**src/hw/rtl/rdp_pkg.sv**
```systemverilog
// ----------------------------------------------------------------------------
// rdp_pkg
// Shared constants for the 3D polyline simplifier.
// ----------------------------------------------------------------------------
package rdp_pkg;

  // Default capacity of the point store.
  localparam int MAX_POINTS_DEF = 64;

  // Default width of one signed coordinate.
  localparam int COORD_BITS_DEF = 24;

  // Width of the tolerance register.
  localparam int TOL_W = 23;

  // Width of the point index on the output channel.
  localparam int IDX_OUT_W = 6;

  // Multiplier bits retired per cycle by the shift-add multiplier.
  localparam int MUL_DIGIT = 4;

endpackage

```
**src/hw/rtl/rdp_mul.sv**
```systemverilog
// ----------------------------------------------------------------------------
// rdp_mul
// Unsigned shift-add multiplier that retires a few multiplier bits per cycle.
// ----------------------------------------------------------------------------
module rdp_mul #(
  parameter int OP_W = 50
) (
  input  logic              clk_i,
  input  logic              rst_ni,
  input  logic              start_i,
  input  logic [OP_W-1:0]   a_i,
  input  logic [OP_W-1:0]   b_i,
  output logic              done_o,
  output logic [2*OP_W-1:0] prod_o
);

  localparam int DIG   = rdp_pkg::MUL_DIGIT;
  localparam int STEPS = (OP_W + DIG - 1) / DIG;
  localparam int CW    = (STEPS > 1) ? $clog2(STEPS) : 1;

  logic              busy_q;
  logic              done_q;
  logic [CW-1:0]     cnt_q;
  logic [2*OP_W-1:0] acc_q;
  logic [2*OP_W-1:0] ash_q;
  logic [OP_W-1:0]   b_q;

  // Control: count the steps and flag completion for one cycle.
  always_ff @(posedge clk_i or negedge rst_ni) begin
    if (!rst_ni) begin
      busy_q <= 1'b0;
      done_q <= 1'b0;
      cnt_q  <= '0;
    end else begin
      done_q <= 1'b0;
      if (start_i) begin
        busy_q <= 1'b1;
        cnt_q  <= '0;
      end else if (busy_q) begin
        if (cnt_q == CW'(STEPS - 1)) begin
          busy_q <= 1'b0;
          done_q <= 1'b1;
        end
        cnt_q <= cnt_q + CW'(1);
      end
    end
  end

  // Datapath: add one shifted partial product per step.
  always_ff @(posedge clk_i) begin
    if (start_i) begin
      acc_q <= '0;
      ash_q <= (2*OP_W)'(a_i);
      b_q   <= b_i;
    end else if (busy_q) begin
      acc_q <= acc_q + ash_q * (2*OP_W)'(b_q[DIG-1:0]);
      ash_q <= ash_q << DIG;
      b_q   <= b_q >> DIG;
    end
  end

  assign done_o = done_q;
  assign prod_o = acc_q;

endmodule

```
**config.mk**
```make
export PLATFORM = sky130hd
export DESIGN_NAME = rdp_mul
export DESIGN_NICKNAME = d
export VERILOG_FILES = /design/src/hw/rtl/rdp_pkg.sv /design/src/hw/rtl/rdp_mul.sv
export SDC_FILE = /design/constraint.sdc
export NUM_CORES = 1
export LEC_CHECK = 0
export ABC_AREA = 0
export BUFFER_PORTS_ARGS = -buffer_cell sky130_fd_sc_hd__buf_2
export CORE_MARGIN = 2
export CORE_UTILIZATION = 45
export DETAILED_ROUTE_END_ITERATION = 8
export HOLD_SLACK_MARGIN = 0.02
export MAX_ROUTING_LAYER = met4
export PLACE_DENSITY = 0.7
export SETUP_SLACK_MARGIN = 0.05
export SLEW_MARGIN = 20
export SYNTH_ARGS = -nofsm -noshare
export SYNTH_HDL_FRONTEND = slang
export SYNTH_SLANG_ARGS = --single-unit
```
**constraint.sdc**
```tcl
create_clock -name clk_i -period 6.98 [get_ports clk_i]
set_input_delay 0.349 -clock clk_i [delete_from_list [all_inputs] [get_ports clk_i]]
set_output_delay 0.349 -clock clk_i [all_outputs]
set_load 0.02 [all_outputs]
```
==> flow_metrics.tcl, run 1 <==
set metrics [dict create \
    clock_skew_ps 32.55 \
    place_congestion 0.9481 \
    row_count 87 \
    relSlewSlack_pct 33.92 \
    die_x_um 241.8 \
    drc_errors 0 \
    ir_drop_uv 217.7 \
    cp_max_fo 29 \
    start_util_pct 45.30 \
    final_common_cell "inv_1" \
    drive_above_1_share_pct 13.06 \
    synthesis.area_mm2 0.02545 \
    synth_edf_count 100 \
    cts_tree "done" \
    hold_viol_final 0 \
    dr.pass1.iters 8 \
    synth.net_count 3282 \
    insertion_delay_ps 580 \
    vias 19472 \
    ios 204 \
    finalCritPeriodShare_pct 91.25 \
    synth-main-ff-cell "dfxtp_1" \
    overflow 0 \
    cts-root-buf "clkbuf_16" \
    layout_common_cells "inv_1, and2_1, fa_1" \
    holdPathStages 2 \
    area_delta_synth_final_pct 11.47 \
    crit_type "reg2reg" \
    yosysUniqueCellTypes 67 \
    fmax_ghz 0.1570 \
    cp-end-kind "register" \
    hold_class "in2reg" \
    regToRegSetupSlack_ps 610 \
    crit_arrival_ps 6800 \
    synth.avg_cell_area_um2 9.140 \
    postSynthCellCount 2784 \
    cts_resized 0 \
    synth-seq-cells 256 \
    ant_nets 0 \
    finalSetupViolCount 0 \
    wire_per_inst_um 17.77 \
    cp.required_ps 7410 \
    cts.clk_slew.worst_paths_ps 60 \
    antenna_found_initial 2 \
    tns_ps 0 \
    p_leak_nw 14.01 \
    post-cts-setup-buffers 0 \
    totalWireLength_um 65860 \
    clockBufferDepth 3 \
    first_global_vias 19852 \
    status "complete, no violations" \
    h-tree-depth 2 \
    max_cap_violations 0 \
    worstMarginPinSlew_ps 991.3 \
    fin_crit_ps 6369 \
    yosys_warnings 0 \
    clock_sinks 256 \
    grt_first_pass_wirelength_um 107800 \
    maxSlewViolCount 0 \
    layout.nets 3422 \
    hold_slack_ps 51.82 \
    via_per_inst 5.254 \
    die_y_um 241.8 \
    portBuffers 203 \
    core_area_mm2 0.05617 \
    grt_use_total_pct 23.53 \
    async_flop_share_pct 2.344 \
    cts_buffers 34 \
    hpwl_um 51170 \
    drtIter0Drc 1091 \
    yosysSeqAreaShare_pct 24.19 \
    cp-start-kind "register" \
    reg2regPathDepth 18 \
    die_area_mm2 0.05847 \
    grt_max_degree 96 \
    powerDensity_mw_per_mm2 358.8 \
    rsz0062_at_grt "no" \
    cts_hold_buffers 1 \
]
-- power breakdown --
group          total (mW)  internal (mW)  switching (mW)
clock network        1.89           1.13           0.755
registers            2.04           1.81           0.233
logic                6.25           2.41            3.83
-- layer usage --
metal	up-vias	GRT usage (%)	part of all wire, %
li1	9276	-	-
met5	-	-	0
met1	9588	31.96	46
met4	0	5.955	2.2
met3	83	3.796	6.1
met2	525	36.81	45
-- layout make-up --
cell class                 instances  area (µm²)
antenna                            1       2.502
clock buffer                      43       924.6
clock inverter                    18       267.8
fill                            5325       27800
inverter                         470        1769
multi-input combinational       1936       17060
sequential                       256        6160
tap                              756       945.9
timing repair buffer             226        1232
-- worst max-delay path: stages, from the launching register on --
cell	delay, ps
edfxtp_1	940
and2_1	260
fa_1	410
fa_1	500
inv_1	50
fa_1	470
inv_1	40
ha_1	360
a21oi_1	260
a21bo_2	270
a31oi_1	280
o221ai_1	230
a31oi_1	610
o22ai_1	390
a21oi_1	430
o21ai_0	270
a21oi_1	210
xor2_1	150
o21ai_0	80
-- state kept, by name (all words and copies together) (netlist names) --
| register | count |
|---|---|
| ash_q | 100 |
| b_q | 50 |
| busy_q | 1 |
| cnt_q | 4 |
| done_o | 1 |
| prod_o | 100 |
-- synth_stat cells, types with 3 or more instances --
library cell	number	area [µm²]
a21boi_0	3	22.52
o22ai_1	30	187.7
nand2b_1	7	43.79
a21o_1	38	285.3
buf_2	4	20.02
nor2_1	174	653.1
o21bai_1	35	262.8
nand2_1	134	503.0
fa_1	290	5806
o31ai_1	7	52.55
and2_1	376	2352
edfxtp_1	100	3003
xor2_1	39	341.6
a21oi_1	148	740.7
and3_1	8	50.05
a221oi_1	7	61.31
dfxtp_1	150	3003
inv_1	470	1764
mux2i_1	109	1091
buf_1	11	41.29
or4_1	5	37.54
xnor2_1	62	543.0
ha_1	105	1314
dfrtp_1	6	150.1
or3_1	7	43.79
mux2_2	93	1047
nor2b_1	6	37.54
a221o_1	3	30.03
a211oi_1	8	60.06
a31oi_1	11	68.82
o21a_1	11	82.58
clkbuf_1	107	401.6
a41oi_1	4	35.03
o21ai_0	87	435.4
nand4_1	42	262.8
nor4_1	8	50.05
nand3_1	16	80.08
nor3_1	23	115.1
o211ai_1	4	30.03
-- kinds of logic after synthesis --
kind of cell / synth area share, %
mux: 8.403
compound gates: 10.33
simple gates: 16.87
buf+inv: 8.752
fa+ha+maj: 27.98
xor+xnor: 3.476
flops: 24.19
-- metrics by stage --
stage          instances  utilization (%)  power (mW)  worst slack (ps)  area (µm²)
6_report            3706            50.50       10.18             610.8       28370
5_1_grt             3706            50.50       11.04             131.7       28370
2_1_floorplan       2784                -       6.638              1567       25450
4_1_cts             3705            50.50       10.17             670.9       28360
3_3_place_gp        3642            48.33       8.187             805.2       27150
3_5_place_dp        3643            48.36       8.220             744.4       27160
-- final timing paths --
path / from / end
max in group asynchronous: rst_ni / busy_q
max: b_q[1] / prod_o[97]
min: a_i[0] / ash_q[0]
max reg2reg: b_q[1] / prod_o[97]
min reg2reg: ash_q[99] / ash_q[99]
min in group asynchronous: rst_ni / done_o
Note: power is estimated with default switching activity, not from simulation.
==> run 2, diff against run 1 <==
==> constraint.sdc (replaced) <==
create_clock -name clk_i -period 6.98 [get_ports clk_i]
set_input_delay 1.047 -clock clk_i [delete_from_list [all_inputs] [get_ports clk_i]]
set_output_delay 1.047 -clock clk_i [all_outputs]
set_load 0.02 [all_outputs]
==> run 2 against run 1 <==
Net effect:
- maximum frequency increased by 1.4%
- first-iteration DRC count grew 7.8%
- clock skew shrank 12 ps
- wire length is 0.39% higher
- utilization about the same
- combinational power is essentially flat
- final area is essentially flat
- sequential power about the same
- setup slack gained 85 ps
- sequential share of layout area barely moved
- critical path depth rose by 1
- hold slack improved by 260 ps
- critical endpoint is now prod_o[99]
- largest cell class unchanged
- highest routed layer unchanged
==> flow_metrics.tcl, run 2 (synthesis gave the netlist of run 1 again) <==
set metrics [dict create \
    place_ws_ps 735.5 \
    crit_arrival_ps 6780 \
    hpwl_um 50900 \
    drive_above_1_share_pct 13.11 \
    post-route-util_pct 50.51 \
    die_x_um 241.8 \
    final_cells 3711 \
    post-cts-setup-buffers 0 \
    stdcell_area_mm2 0.02837 \
    fmax_ghz 0.1591 \
    hold_class "in2async" \
    cp.required_ps 7480 \
    clock_sinks 256 \
    pwr-share-seq_pct 20.0 \
    start_util_pct 45.30 \
    max_cap_violations 0 \
    drtIter0Drc 1176 \
    cp-end-kind "register" \
    p_int_mw 5.372 \
    clock_skew_ps 20.92 \
    grt_first_pass_wirelength_um 108100 \
    timing.final.ws_setup_ps 696.1 \
    status "complete, no violations" \
    reg2regPathDepth 19 \
    ios 204 \
    final_common_cell "inv_1" \
    cp-start-kind "register" \
    row_count 87 \
    maxSlewViolCount 0 \
    layout_common_cells "inv_1, and2_1, fa_1" \
    portBuffers 203 \
    cts_hold_buffers 0 \
    area_delta_synth_final_pct 11.49 \
    cts_buffers 35 \
    placed_area_mm2 0.02715 \
    place_inst 3642 \
    power.total_mw 10.20 \
    cts-root-buf "clkbuf_16" \
    vias 19456 \
    rsz0062_at_grt "no" \
    h-tree-depth 2 \
    relSlewSlack_pct 29.71 \
    layout.nets 3422 \
    finalSetupViolCount 0 \
    clockBufferDepth 3 \
    cts_resized 0 \
    drc_errors 0 \
    fin_crit_ps 6284 \
    place_congestion 0.9444 \
    insertion_delay_ps 560 \
    swShare_pct 47.34 \
    first_global_vias 19971 \
    r2r_end "prod_o[99]" \
    wire_per_inst_um 17.82 \
    switchingPower_mw 4.830 \
    clockPowerShare_pct 18.8 \
    tns_ps 0 \
    overflow 0 \
    die_y_um 241.8 \
    finalCritPeriodShare_pct 90.03 \
    via_per_inst 5.243 \
    cp_max_fo 71 \
    ir_drop_uv 215.5 \
    ant_nets 0 \
    powerDensity_mw_per_mm2 359.6 \
    crit_type "reg2reg" \
    grt_use_total_pct 23.52 \
    grt_max_degree 96 \
    core_area_mm2 0.05617 \
    p_leak_nw 14.00 \
    hold_viol_final 0 \
    fillers 5331 \
    cts.clk_slew.worst_paths_ps 60 \
    r2r_start "b_q[1]" \
    cts_tree "done" \
    antenna_found_initial 5 \
    dr.pass1.iters 5 \
    combPwrFrac_pct 61.2 \
    hold_slack_ps 315.8 \
    worstMarginPinSlew_ps 1054 \
    regToRegSetupSlack_ps 700 \
    totalWireLength_um 66120 \
    die_area_mm2 0.05847 \
]
==> run 2: worst max path at each step <==
stage           start  depth (start not counted)  slack [ps]         end
2_1_floorplan  b_q[1]                         20        1570  prod_o[98]
3_3_place_gp   b_q[1]                         19         790  prod_o[99]
3_5_place_dp   b_q[1]                         19         740  prod_o[93]
4_1_cts        b_q[1]                         19         730  prod_o[99]
5_1_grt        b_q[1]                         19         170  prod_o[84]
6_report       b_q[1]                         19         700  prod_o[99]
==> run 2: layout make-up <==
type / instances / area [µm²] / share of cell area (%)
multi-input cells: 1936 / 17070 / 60.16
flip-flops and latches: 256 / 6160 / 21.71
inverters: 470 / 1769 / 6.236
repair buffers: 225 / 1222 / 4.309
clock buffers: 46 / 948.4 / 3.343
well taps: 756 / 945.9 / 3.334
clock inverters: 18 / 247.7 / 0.8732
diodes: 4 / 10.01 / 0.03528
==> run 2: per-layer routing <==
layer  up-vias  part of all wire [%]  track usage (%)
li1       9280                     -                -
met1      9608                    47            32.37
met4         0                   2.4            6.282
met3        80                   5.9            3.774
met2       488                    45            36.14
met5         -                     0                -
==> run 2: critical path: stages (launching register included) <==
cell and delay, ps:
edfxtp_1 920, buf_12 390, and2_1 210, fa_1 410
fa_1 500, inv_1 50, fa_1 490, inv_1 50
ha_1 380, a21o_1 230, o21bai_1 170, a21oi_1 200
o21ai_0 100, a21o_1 210, o311ai_1 600, a2111o_1 270
nand2_1 180, a31oi_1 390, mux2_2 370, nand4_1 60
==> run 2: power by group through the flow <==
stage	Sequential (mW)	Clock (mW)	Combinational, mW
6_report	2.04	1.92	6.24
5_1_grt	2.07	2.00	7.00
4_1_cts	2.05	1.96	6.19
3_5_place_dp	2.08	0	6.14
3_3_place_gp	2.08	0	6.10
2_1_floorplan	2.14	0	4.50
