**config.mk**
```make
export PLATFORM = sky130hd
export DESIGN_NAME = rdp_ram
export DESIGN_NICKNAME = d
export VERILOG_FILES = /design/src/hw/rtl/rdp_ram.sv
export SDC_FILE = /design/constraint.sdc
export NUM_CORES = 1
export LEC_CHECK = 0
export ABC_AREA = 1
export BUFFER_PORTS_ARGS = -buffer_cell sky130_fd_sc_hd__buf_4
export CAP_MARGIN = 20
export CELL_PAD_IN_SITES_DETAIL_PLACEMENT = 0
export CELL_PAD_IN_SITES_GLOBAL_PLACEMENT = 1
export CORE_MARGIN = 1.5
export CORE_UTILIZATION = 55
export DETAILED_ROUTE_END_ITERATION = 8
export PLACE_DENSITY_LB_ADDON = 0.1
export SLEW_MARGIN = 20
export SYNTH_ARGS = -nofsm -noshare
export SYNTH_HDL_FRONTEND = slang
export SYNTH_SLANG_ARGS = --single-unit
```
**constraint.sdc**
```tcl
create_clock -name clk_i -period 5.95 [get_ports clk_i]
set_input_delay 0.8925 -clock clk_i [delete_from_list [all_inputs] [get_ports clk_i]]
set_output_delay 0.8925 -clock clk_i [all_outputs]
set_load 0.01 [all_outputs]
```
**src/hw/rtl/rdp_ram.sv**
```systemverilog
// ----------------------------------------------------------------------------
// rdp_ram
// Generic single-write, single-read RAM with a registered read port.
// ----------------------------------------------------------------------------
module rdp_ram #(
  parameter int WIDTH = 8,
  parameter int DEPTH = 64
) (
  input  logic                     clk_i,
  input  logic                     we_i,
  input  logic [$clog2(DEPTH)-1:0] waddr_i,
  input  logic [WIDTH-1:0]         wdata_i,
  input  logic [$clog2(DEPTH)-1:0] raddr_i,
  output logic [WIDTH-1:0]         rdata_o
);

  logic [WIDTH-1:0] mem_q [DEPTH];
  logic [WIDTH-1:0] rdata_q;

  // Write port and registered read port.
  always_ff @(posedge clk_i) begin
    if (we_i) begin
      mem_q[waddr_i] <= wdata_i;
    end
    rdata_q <= mem_q[raddr_i];
  end

  assign rdata_o = rdata_q;

endmodule

```
==> summary.md, run 1 <==
| Metric | Value |
|---|---|
| Final WS setup | `2980 ps` |
| Number of distinct library cells after synthesis | `16` |
| DP Worst Slack | `2370 ps` |
| I/O pin cnt | `30` |
| WS Path Type | `in2reg` |
| Worst-Skew Late Latency | `590 ps` |
| Share of post-route cells with drive strength above 1 | `0.0650` |
| Max Cap Viol | `0` |
| Post-layout util | `0.611` |
| N_diodes | `0` |
| DR iter-0 viols | `1362` |
| Crit-path cells | `buf_6, inv_6, buf_4, nand2_1, nand3_1, nand3_1, nand2_1, nand2_1, nand3_1, nand3_1, nand2_1` |
| Vias/cell | `5.76` |
| Most frequent cells in the layout | `648 x nand2_1, 512 x edfxtp_1, 439 x nand3_1` |
| Cell area after synthesis | `21300 um^2` |
| Most common cell after layout, fill and taps aside | `nand2_1` |
| Die area | `40000 um^2` |
| Hold Path Depth | `3` |
| Crit. path cell count | `11` |
| Starting density of the core | `0.563` |
| DPL Wire Length | `28900 um` |
| PortBufs | `29` |
| Final hold violation count | `0` |
| Maximum vdd ir drop | `230 uV` |
| Layout area overhead | `8.53%` |
| CTS Buf Count | `51` |
| Number of clock sinks | `520` |
| Period utilization | `0.500` |
| Routed WL | `53300 um` |
| Final setup viols | `0` |
| Antenna-violating nets left | `0` |
| Post-CTS setup buffers | `0` |
| Vias in the first global route | `12600` |
| Slew @ Worst Pin | `1020 ps` |
| CTS-repair resized insts | `0` |
| Syn_nets | `1827` |
| Pin count of the biggest net entering global routing | `166` |
| Crit path time final | `2970 ps` |
| Syn. warnings | `0` |
| Min Hold Slack | `654 ps` |
| Max Clock Freq | `336 MHz` |
| Die height | `200 um` |
| Std-Cell Rows | `71` |
| Setup_tns | `0 ps` |
| Number of detailed-route iterations in the first pass | `7` |
| WP buf/inv | `3` |
| # H-tree levels | `2` |
| Maximum buffer depth of the clock tree | `3` |
| Max-slew violation count | `0` |
| Critical Path Slowest Stage Cell | `buf_6` |
| Worst-case reg-to-reg path depth | `8` |
| CTS Hold Buffers Added | `0` |
| Global router's overall resource usage | `0.274` |
| Core Footprint | `37900 um^2` |
| Max stage delay on crit path | `560 ps` |
| Seq cells post-synth | `520` |
| Cell family with most CP delay | `buffers and inverters` |
| Layout net count | `1814` |
| Sequential element share of the synthesized area | `0.728` |
| Worst Hold Class | `in2reg` |
| Cell area power density | `330 nW/um^2` |
| Worst slew margin | `0.323` |
| Filler instances | `3017` |
| Worst EP arrival | `3450 ps` |
| Avg Cell Area, Syn | `11.8 um^2` |
| Clk_skew | `12.7 ps` |
| First-pass GRT wire length | `79800 um` |
| CTS tree | `done` |
| Unrepaired setup endpoints after global routing | `false` |
| Worst setup EP type | `flop` |
| Final cell count without fillers | `2342` |
| CP Launch Type | `primary input` |
| # placed instances | `2250` |
| DIE WIDTH | `200 um` |
| Vias | `13500` |
| Worst Path Required | `6430 ps` |
| Total gr overflow | `0` |
| DRC | `0` |
| Pleak | `8.26 nW` |
| CTS Root Cell | `clkbuf_16` |
| Critical path fanouts, max | `107` |
| Syn Inst Count | `1805` |
| Initial antenna violation count | `0` |
| Avg WL per Cell | `22.8 um` |
| Reg clk slew, reported paths | `60 ps` |
| Outcome | `finished, final reports clean` |
| Gp weighted congestion | `0.798` |
cell families (layout without fill, tap and decap cells):
group | Yosys count | after routing | share of synthesized area
buffers and inverters | 125 | 151 | 0.0402
DFF | 520 | 520 | 0.728
and+or+nand+nor | 1160 | 1160 | 0.232
through the flow:
| step | power [mW] | cell area [um^2] |
|---|---|---|
| floorplan | 4.43 | 21300 |
| global placement | 4.60 | 21600 |
| detailed placement | 4.61 | 21600 |
| CTS | 7.68 | 23200 |
| global route | 7.86 | 23200 |
| finish | 7.65 | 23200 |
state kept, by name, indices dropped and copies added, names as in the netlist:
register,cells
mem_q,512
rdata_o,8
cell type report:
type,instances,area (um^2),area share
clock buffers,77,1480,0.0637
clock inverters,15,126,0.00546
inverters,12,55.1,0.00238
multi-input cells,1160,4950,0.214
flip-flops and latches,520,15500,0.671
well taps,511,639,0.0276
repair buffers,47,382,0.0165
worst register-to-register path: cells and delay by family (launching register included):
family	cells	cell delay, ps
flops	1	370
simple gates	8	920
worst paths after layout:
kind                                   end    startpoint  slack, ps
worst max-delay path            rdata_o[5]    raddr_i[0]       2980
worst min register to register  rdata_o[7]  mem_q[40][7]        820
worst min-delay path            rdata_o[3]    raddr_i[5]        650
worst max register to register  rdata_o[5]  mem_q[14][5]       4540
synthesized netlist by cell type:
cell      number  area (um^2)
nor2_1        56          210
nand2_1      648         2430
nand4_1        9         56.3
buf_2         37          185
nand3_1      439         2200
buf_1         10         37.5
dfxtp_1        8          160
buf_8          2         30.0
clkbuf_1      15         56.3
edfxtp_1     512        15400
inv_6          1         8.76
inv_2          1         3.75
buf_4         14          105
inv_1         10         37.5
buf_6         35          394
nor4_1         8         50.1
layer usage:
metal | GRT usage | part of all wire
met1 | 0.396 | 0.44
met2 | 0.425 | 0.46
met5 | 0 | 0
met4 | 0.0969 | 0.029
met3 | 0.0467 | 0.073
power by group:
part           leakage [nW]  internal, mW  switching (mW)
registers              4.67          4.05          0.0116
logic                  2.82         0.112           0.352
clock network         0.774          1.79            1.33
total                  8.26          5.96            1.69
Note: power is estimated with default switching activity, not from simulation.
==> run 2, diff against run 1 <==
- ABC_AREA: 1 -> 0
- CORE_UTILIZATION: 55 -> 50
- clock period: 5.95 -> 2.4 ns (I/O delays scaled with it)
==> summary.md, run 2 <==
| Metric | Value |
|---|---|
| Number of flip-flops in the largest register | `512` |
| CTS Root Cell | `clkbuf_16` |
| Pin count of the biggest net entering global routing | `65` |
| Outcome | `finished, final reports clean` |
| Maximum vdd ir drop | `792 uV` |
| Top post-synthesis cells by area | `edfxtp_1 76%, mux4_2 14%, nor2_1 1.5%` |
| Max-slew violation count | `0` |
| Unrepaired setup endpoints after global routing | `false` |
| Critical path fanouts, max | `1` |
| Critical Path Source | `mem_q[21][4]` |
| Maximum buffer depth of the clock tree | `3` |
| Gp weighted congestion | `0.810` |
| Global router's overall resource usage | `0.231` |
| Worst setup EP type | `flop` |
| CTS Hold Buffers Added | `0` |
| Seq cells post-synth | `520` |
| Final hold violation count | `0` |
| Max Cap Viol | `0` |
| First-pass GRT wire length | `68300 um` |
| Period utilization | `0.947` |
| DIE WIDTH | `204 um` |
| CTS Buf Count | `52` |
| Worst slew margin | `0.507` |
| Min Hold Slack | `141 ps` |
| Number of distinct library cells after synthesis | `40` |
| Total gr overflow | `0` |
| Worst Path Required | `2840 ps` |
| Syn_nets | `962` |
| Worst-case reg-to-reg path depth | `5` |
| Most frequent cells in the layout | `512 x edfxtp_1, 127 x buf_4, 126 x mux4_2` |
| Clk_skew | `17.7 ps` |
| DPL Wire Length | `29200 um` |
| WS Path Type | `reg2reg` |
| Crit path time final | `2270 ps` |
| Cell area after synthesis | `20200 um^2` |
| Flop2flop setup slack | `130 ps` |
| CTS-repair resized insts | `0` |
| Avg Cell Area, Syn | `21.5 um^2` |
| Reg-to-Reg Start | `mem_q[21][4]` |
| Area leader, netlist | `edfxtp_1` |
| Avg WL per Cell | `27.9 um` |
| Final cell count without fillers | `1649` |
| Max Clock Freq | `440 MHz` |
| Worst EP arrival | `2710 ps` |
| Most common cell after layout, fill and taps aside | `edfxtp_1` |
| Cell area power density | `822 nW/um^2` |
| # placed instances | `1552` |
| Initial antenna violation count | `0` |
| CTS tree | `done` |
| Most common cell in the netlist | `edfxtp_1` |
| Pleak | `7.56 nW` |
| N_diodes | `0` |
| Post-CTS setup buffers | `0` |
| EDFF count, synth | `512` |
| Syn Inst Count | `940` |
| Starting density of the core | `0.508` |
| Routed WL | `46000 um` |
| DRC | `0` |
| Antenna-violating nets left | `0` |
| Std-Cell Rows | `73` |
| Layout net count | `1103` |
| Share of Yosys cell area claimed by the top area cell type | `0.762` |
| Setup_tns | `0 ps` |
| Reg clk slew, reported paths | `60 ps` |
| Core Footprint | `39700 um^2` |
| Worst Hold Class | `in2reg` |
| I/O pin cnt | `30` |
| Vias/cell | `5.92` |
| Sequential element share of the synthesized area | `0.770` |
| Vias | `9759` |
| Syn. warnings | `0` |
| Vias in the first global route | `10300` |
| Reg-to-reg endpoint | `rdata_o[4]` |
| Slew @ Worst Pin | `739 ps` |
| PortBufs | `29` |
| CP Launch Type | `flop` |
| DR iter-0 viols | `771` |
| Share of synthesized registers carrying an async set or reset | `0` |
| Number of clock sinks | `520` |
| Die area | `41500 um^2` |
| Post-synth top cells | `512 x edfxtp_1, 126 x mux4_2, 83 x nor2_1, 23 x mux2i_1, 19 x nand2_1` |
| Worst Setup EP | `rdata_o[4]` |
| Number of detailed-route iterations in the first pass | `4` |
| Ys flop type | `edfxtp_1` |
| # H-tree levels | `2` |
| Die height | `204 um` |
| Layout area overhead | `16.0%` |
| Share of post-route cells with drive strength above 1 | `0.317` |
| Worst-Skew Late Latency | `590 ps` |
| Reg with most FFs | `mem_q` |
| Final setup viols | `0` |
==> run 2: cell types whose count changed in the layout (fill, tap and decap cells not counted), sizes merged, moves of 10 or more <==
cell | before | now
clkinv | 10 | 22
buf | 47 | 137
nor2b | 0 | 14
nand2 | 648 | 19
mux4 | 0 | 126
mux2i | 0 | 23
clkbuf | 77 | 65
inv | 12 | 2
nand3 | 439 | 13
mux2 | 0 | 13
nor2 | 56 | 83
==> run 2: logic make-up (layout without fill, tap and decap cells) <==
logic type / after synthesis / after routing / synth area share
and+or+nand+nor: 153 / 153 / 0.0339
DFF: 520 / 520 / 0.770
muxes: 162 / 162 / 0.159
AOI/OAI and AO/OA: 54 / 54 / 0.0207
buffers and inverters: 51 / 235 / 0.0157
==> run 2: power by group <==
part | internal (mW) | leakage, nW | switching, mW
Combinational | 0.409 | 2.04 | 0.589
Sequential | 10.1 | 4.67 | 0.0383
Clock | 4.85 | 0.847 | 3.29
==> run 2: routing by layer <==
| layer | vias to the layer above | part of all wire | GRT usage |
|---|---|---|---|
| met2 | 299 | 0.48 | 0.367 |
| met3 | 79 | 0.060 | 0.0424 |
| met1 | 5166 | 0.43 | 0.323 |
| met5 | - | 0 | 0 |
| met4 | 0 | 0.031 | 0.0820 |
| li1 | 4215 | - | - |
==> run 2: worst min-delay path by stage <==
stage / startpoint / end / slack (ps) / cells after the start
after detailed placement: raddr_i[5] / rdata_o[3] / 730 / 2
after global placement: raddr_i[5] / rdata_o[2] / 740 / 3
after floorplan: wdata_i[0] / mem_q[0][0] / 460 / 0
final: raddr_i[5] / rdata_o[3] / 140 / 2
after global routing: raddr_i[5] / rdata_o[3] / 120 / 2
after CTS: raddr_i[5] / rdata_o[3] / 110 / 2
==> run 2: critical path, cell delays in order, from the launching register on <==
cell and delay [ps]:
edfxtp_1 370, mux4_2 470, mux2_2 290, o221a_2 280, nor3_1 540, o32ai_1 170
==> run 2: metrics by stage <==
stage               cell area, um^2  utilization  worst slack (ps)  total power, mW
detailed placement            21700        0.546              -260             11.3
floorplan                     20200            -               372             10.8
global route                  23400        0.589               105             19.8
finish                        23400        0.589               128             19.2
CTS                           23400        0.589              99.3             19.4
global placement              21700        0.546              -268             11.3
==> run 2: cell type report <==
| type | instances | area, um^2 |
|---|---|---|
| fill | 2895 | 16300 |
| sequential | 520 | 15500 |
| multi-input combinational | 369 | 4320 |
| clock buffer | 64 | 1390 |
| timing repair buffer | 138 | 1170 |
| tap | 525 | 657 |
| clock inverter | 33 | 339 |
==> run 3, diff against run 2 <==
- MAX_ROUTING_LAYER: default -> met4
==> summary.md, run 3 (same netlist as run 2, synthesis figures left out) <==
| Metric | Value |
|---|---|
| Total gr overflow | `0` |
| Cell area power density | `822 nW/um^2` |
| Vias/cell | `5.91` |
| Reg-to-reg endpoint | `rdata_o[4]` |
| Worst Path Required | `2840 ps` |
| Reg with most FFs | `mem_q` |
| Final setup viols | `0` |
| CTS-repair resized insts | `0` |
| DPL Wire Length | `29200 um` |
| CTS Root Cell | `clkbuf_16` |
| Die area | `41500 um^2` |
| Period utilization | `0.945` |
| Worst Hold Class | `in2reg` |
| Global router's overall resource usage | `0.238` |
| DRC | `0` |
| WS Path Type | `reg2reg` |
| Register Area | `15500 um^2` |
| Vias in the first global route | `10300` |
| Vias | `9738` |
| Crit path time final | `2270 ps` |
| Routed WL | `46000 um` |
| Share of post-route cells with drive strength above 1 | `0.317` |
| DIE WIDTH | `204 um` |
| Hold Path Depth | `2` |
| Pin count of the biggest net entering global routing | `65` |
| Final WS setup | `132 ps` |
| Number of detailed-route iterations in the first pass | `5` |
| Final hold violation count | `0` |
| Worst hold endpoint | `rdata_o[3]` |
| Die height | `204 um` |
| Filler instances | `2895` |
| Most common cell after layout, fill and taps aside | `edfxtp_1` |
| Critical path fanouts, max | `1` |
| Maximum vdd ir drop | `793 uV` |
| Gp weighted congestion | `0.822` |
| Antenna-violating nets left | `0` |
| Starting density of the core | `0.508` |
| Max Cap Viol | `0` |
| Worst setup EP type | `flop` |
| Layout area overhead | `16.0%` |
| Initial antenna violation count | `0` |
| Max Clock Freq | `441 MHz` |
| Reg-to-Reg Start | `mem_q[21][4]` |
| Number of clock sinks | `520` |
| Multi-input logic area | `4320 um^2` |
| N_diodes | `0` |
| CTS Hold Buffers Added | `0` |
| Unrepaired setup endpoints after global routing | `false` |
| Most frequent cells in the layout | `512 x edfxtp_1, 127 x buf_4, 126 x mux4_2` |
| Avg WL per Cell | `27.9 um` |
| Core Footprint | `39700 um^2` |
| Flop2flop setup slack | `130 ps` |
| Clk_skew | `17.1 ps` |
| Worst EP arrival | `2710 ps` |
| CP Launch Type | `flop` |
| CTS Buf Count | `52` |
| DP Worst Slack | `-260 ps` |
| Number of flip-flops in the largest register | `512` |
| Layout net count | `1103` |
| PortBufs | `29` |
| Reg clk slew, reported paths | `60 ps` |
| Worst slew margin | `0.504` |
| Max-slew violation count | `0` |
| First-pass GRT wire length | `68300 um` |
| Slew @ Worst Pin | `744 ps` |
| Pleak | `7.56 nW` |
| Std-Cell Rows | `73` |
| Outcome | `finished, final reports clean` |
| I/O pin cnt | `30` |
| Worst-Skew Late Latency | `590 ps` |
| Post-CTS setup buffers | `0` |
| Worst-case reg-to-reg path depth | `5` |
| Setup_tns | `0 ps` |
| Post-layout util | `0.589` |
| Maximum buffer depth of the clock tree | `3` |
| Pwr Total | `19.2 mW` |
| # H-tree levels | `2` |
| Worst hold start | `raddr_i[5]` |
| DR iter-0 viols | `704` |
| CTS tree | `done` |
[run 3: cell counts in the layout (fill, tap and decap cells not counted)]
No cell type changed its count.
[run 3: layout make-up]
type,count,share of cell area
clock inverters,33,0.0145
repair buffers,138,0.0499
well taps,525,0.0281
clock buffers,64,0.0593
flip-flops and latches,520,0.664
multi-input cells,369,0.184
[run 3: worst max path at each step]
stage                            start    endpoint  slack [ps]  cells past startpoint
after global routing      mem_q[21][4]  rdata_o[4]         110                      5
after global placement      raddr_i[0]  rdata_o[4]        -270                      6
after floorplan             raddr_i[1]  rdata_o[3]         370                      7
final                     mem_q[21][4]  rdata_o[4]         130                      5
after detailed placement    raddr_i[0]  rdata_o[4]        -260                      6
after CTS                 mem_q[24][4]  rdata_o[4]         100                      5
[run 3: layer usage]
layer | up-vias | GRT usage | share of wire
met5 | - | - | 0
met4 | 0 | 0.0796 | 0.029
met3 | 81 | 0.0440 | 0.058
met2 | 286 | 0.366 | 0.48
met1 | 5159 | 0.324 | 0.43
li1 | 4212 | - | -
[run 3: stage by stage]
stage / hold slack, ps / instance area, um^2 / instances
2_1_floorplan: 459 / 20200 / 940
3_3_place_gp: 742 / 21700 / 1552
3_5_place_dp: 734 / 21700 / 1552
4_1_cts: 105 / 23400 / 1649
5_1_grt: 125 / 23400 / 1649
6_report: 131 / 23400 / 1649
[run 3: worst max-delay path, stage by stage (launching register included)]
cell,delay (ps)
edfxtp_1,370
mux4_2,470
mux2_2,290
o221a_2,280
nor3_1,530
o32ai_1,170
[run 3: power breakdown]
group,switching (mW),internal (mW)
combinational,0.590,0.409
clock,3.30,4.85
sequential,0.0383,10.1
